`config.mk`:
```
export PLATFORM = sky130hd
export DESIGN_NAME = bez_mul
export DESIGN_NICKNAME = d
export VERILOG_FILES = /design/src/rtl/core/bez_pkg.sv /design/src/rtl/core/bez_mul.sv
export SDC_FILE = /design/constraint.sdc
export NUM_CORES = 2
export LEC_CHECK = 0
export BUFFER_PORTS_ARGS = -buffer_cell sky130_fd_sc_hd__buf_2
export CORE_AREA = 2 2 279 281
export CTS_BUF_LIST = sky130_fd_sc_hd__clkbuf_8 sky130_fd_sc_hd__clkbuf_16
export CTS_CLUSTER_DIAMETER = 80
export CTS_CLUSTER_SIZE = 14
export DETAILED_ROUTE_END_ITERATION = 16
export DIE_AREA = 0 0 281 283
export PLACE_DENSITY = 0.94
export RECOVER_POWER = 25
export SLEW_MARGIN = 10
export SYNTH_ARGS = -nofsm -noshare
export SYNTH_HDL_FRONTEND = slang
export SYNTH_SLANG_ARGS = --single-unit
```
`constraint.sdc`:
```
create_clock -name clk -period 7.5 [get_ports clk]
set_clock_uncertainty 0.05 [all_clocks]
set_input_delay 0.75 -clock clk [delete_from_list [all_inputs] [get_ports clk]]
set_output_delay 0.75 -clock clk [all_outputs]
set_load 0.02 [all_outputs]
```
`src/rtl/core/bez_pkg.sv`:
```
// bez_pkg: shared constants and register codes for the bezier extremum solver
// used by every module under rtl/core
`timescale 1ns / 1ps
package bez_pkg;

    localparam int COORD_WIDTH_DEF     = 32;
    localparam int T_FRACTION_BITS_DEF = 16;
    localparam int TOL_WIDTH           = 8;
    localparam logic [TOL_WIDTH-1:0] TOL_RESET = 8'd1;
    localparam int CFG_DATA_WIDTH      = 32;
    localparam int CFG_ADDR_WIDTH      = 3;

    typedef enum logic
    {
        REG_EQUAL_TOLERANCE = 1'b0,
        REG_UNUSED          = 1'b1
    } reg_index_t;

    typedef enum logic
    {
        MODE_QUADRATIC = 1'b0,
        MODE_CUBIC     = 1'b1
    } curve_mode_t;

endpackage

```
`src/rtl/core/bez_mul.sv`:
```
// bez_mul: unsigned multiplier cut into half-width partial products, two stages
// depends on bez_pkg
`timescale 1ns / 1ps
module bez_mul #(
    parameter int WIDTH = 36
) (
    input  logic               clk,
    input  logic [WIDTH-1:0]   a,
    input  logic [WIDTH-1:0]   b,
    output logic [2*WIDTH-1:0] product
);
    import bez_pkg::*;

    localparam int LW = (WIDTH + 1) / 2;
    localparam int HW = WIDTH - LW;

    logic [2*LW-1:0]    ll_reg;
    logic [LW+HW-1:0]   lh_reg;
    logic [LW+HW-1:0]   hl_reg;
    logic [2*HW-1:0]    hh_reg;
    logic [2*WIDTH-1:0] product_reg;
    logic [2*WIDTH-1:0] product_next;

    always_ff @(posedge clk)
    begin
        ll_reg <= a[LW-1:0] * b[LW-1:0];
        lh_reg <= a[LW-1:0] * b[WIDTH-1:LW];
        hl_reg <= a[WIDTH-1:LW] * b[LW-1:0];
        hh_reg <= a[WIDTH-1:LW] * b[WIDTH-1:LW];
        product_reg <= product_next;
    end

    always_comb
    begin
        product_next = (2*WIDTH)'(ll_reg)
                     + ((2*WIDTH)'(lh_reg) << LW)
                     + ((2*WIDTH)'(hl_reg) << LW)
                     + ((2*WIDTH)'(hh_reg) << (2*LW));
    end

    assign product = product_reg;

endmodule

```
==> flow_metrics.tcl <==
set metrics [dict create \
    worst_pin_slew_ns 1.27 \
    dr.pass1.iters 9 \
    cts_resized 0 \
    flow.area_growth_from_synthesis_pct 5.00 \
    clock_tree_from_tritoncts "yes" \
    synth_area_um2 50200 \
    boundaryPins 145 \
    grt_max_degree 37 \
    ys_async_sr_fraction_pct 0 \
    cp.required_ns 7.90 \
    ctsHoldBuffers 0 \
    flip_flop_count_of_the_largest_register_after_layout 72 \
    synth-edff-count 0 \
    critical_path_cell_list "buf_2 -> buf_4 -> and2_1 -> fa_1 -> inv_1 -> fa_1 -> fa_1 -> inv_1 -> fa_1 -> fa_1 -> inv_1 -> fa_1 -> inv_1 -> ha_1 -> a21oi_1 -> o21ai_0 -> a31oi_1 -> o41ai_2 -> a31oi_1 -> o21ai_1 -> a221oi_1 -> o31ai_1 -> xor2_1" \
    drc_violations_left 0 \
    relSlewSlack_pct 14.9 \
    cp-start-kind "input port" \
    layout_commonest_cell "inv_1" \
    drt_wl_total_um 142000 \
    drive_gt1_share_pct 4.55 \
    clock_sink_count 216 \
    rows 102 \
    detailed_place_hpwl_um 112000 \
    finish.net_count 7250 \
    final_period_minus_worst_setup_slack_ns 6.93 \
    drv_slew 0 \
    clock_latency_ns 0.58 \
    critical-path-slowest-cell "buf_2" \
    dpl_cell_area_um2 51900 \
    dr_total_vias 40100 \
    cap_violations 0 \
    post_cts_buffers 0 \
    achievable-frequency_mhz 144 \
    core_area_um2 76700 \
    yosysWarnings 0 \
    grt_usage_pct 36.7 \
    setup_repair_after_global_routing_missed_its_margin "false" \
    layout_common_cells "1,232 x inv_1, 1,044 x fa_1, 850 x nand2_1" \
    cts_made_buffers 25 \
    synth_cell_type_count 67 \
    hold-worst-slack_ns 0.276 \
    cts_buffer_depth 3 \
    postSynthCellCount 5641 \
    crit_arrival_ns 7.33 \
    worst_stage_delay_on_the_critical_path_ns 0.55 \
    min-delay-start "ll_reg[1]" \
    path_class "input port to flop" \
    path_max_fanout 21 \
    timing.final.hold_violations 0 \
    die_h_um 283 \
    hold_path_class "flop to flop" \
    fillerInstances 5054 \
    reg2reg_launch_point "ll_reg[19]" \
    run_status "finished, final reports clean" \
    setup-violations-final 0 \
    min_period_over_period_pct 92.4 \
    antenna_found_initial 15 \
    via_per_inst 6.00 \
    fraction_of_the_yosys_area_taken_by_sequential_cells_pct 8.62 \
    io_buf_count 144 \
    setup_tns_ns 0 \
    starting_density_of_the_core_pct 65.4 \
    synth.avg_cell_area_um2 8.89 \
    number_of_synthesized_register_bits 216 \
    worst_setup_hold_path_clk_slew_ns 0.06 \
    grt_ovf 0 \
    htree_levels 1 \
    worst_path_most_repeated_cell "fa_1" \
    grt_pass1_wl_um 228000 \
    grt_pass1_vias 44900 \
    average_routed_wire_per_standard_cell_um 21.2 \
    gpl.final_weighted_congestion 0.977 \
    die_x_um 281 \
    detailedRoute.firstIterationViolations 4225 \
    die-area_um2 79500 \
    root_buffer_master "clkbuf_16" \
    final_area_um2 52700 \
    synth_ff_type "dfxtp_1" \
    final_antenna_net_count 0 \
    end_kind "flop" \
    critical_path.startpoint "a[6]" \
    syn_nets 7271 \
]
==> Yosys cell counts, drive strengths merged (17+ instances only) <==
cell	number	area, um^2
inv	1231	4620
fa	1044	20900
nand2	850	3190
and2	566	3540
ha	513	6420
clkbuf	294	1100
dfxtp	216	4320
a21oi	182	911
xnor2	124	1090
nor2	87	327
o21ai	87	435
a21o	79	594
xor2	65	569
nand3	38	190
o21a	23	173
nand4	22	138
nor3	18	90.1
and3	17	106
o21bai	17	128
==> metal layers <==
metal | routed length [um] | GRT usage [%]
met2 | 64200 | 58.3
met3 | 19700 | 11.0
met5 | 207 | 0.488
met4 | 10600 | 23.3
met1 | 47000 | 43.4
==> worst paths after layout <==
check                                    to  slack [ns]  cells after the start
worst min-delay path             product[1]        0.28                      0
worst max-delay path             lh_reg[32]        0.57                     23
worst max register to register  product[60]        0.85                     20
worst min register to register   product[1]        0.28                      0
==> worst max-delay path, delay by kind of cell <==
family                   cells  cell delay (ns)
XOR/XNOR                     1             0.15
adder cells (fa/ha/maj)      7             3.24
AO/OA/AOI/OAI                8             1.87
AND/OR/NAND/NOR              1             0.17
buffers and inverters        6             1.15
==> layout make-up <==
cell class / instances / area, um^2 / share of cell area (%)
clock inverters: 14 / 183 / 0.347
inverters: 1231 / 4620 / 8.77
repair buffers: 248 / 1500 / 2.85
clock buffers: 25 / 626 / 1.19
diodes: 5 / 12.5 / 0.0238
flip-flops and latches: 216 / 4320 / 8.21
well taps: 1040 / 1300 / 2.47
multi-input cells: 3898 / 40100 / 76.1
==> cell families after synthesis <==
| group | synth area share [%] |
|---|---|
| compound gates | 6.25 |
| xor+xnor | 3.30 |
| fa+ha+maj | 54.5 |
| buf+inv | 11.4 |
| flops | 8.62 |
| mux | 0.0200 |
| simple gates | 15.9 |
==> stage by stage <==
step	instances	util, %	setup WS (ns)
finish	6677	68.7	0.568
global route	6672	68.7	0.361
CTS	6672	68.7	0.710
detailed placement	6633	67.7	0.180
global placement	6633	67.7	0.446
floorplan	5641	-	0.825
Power is not shown: default switching activity piles up to over one toggle a cycle in this logic, so the estimate is an artifact.
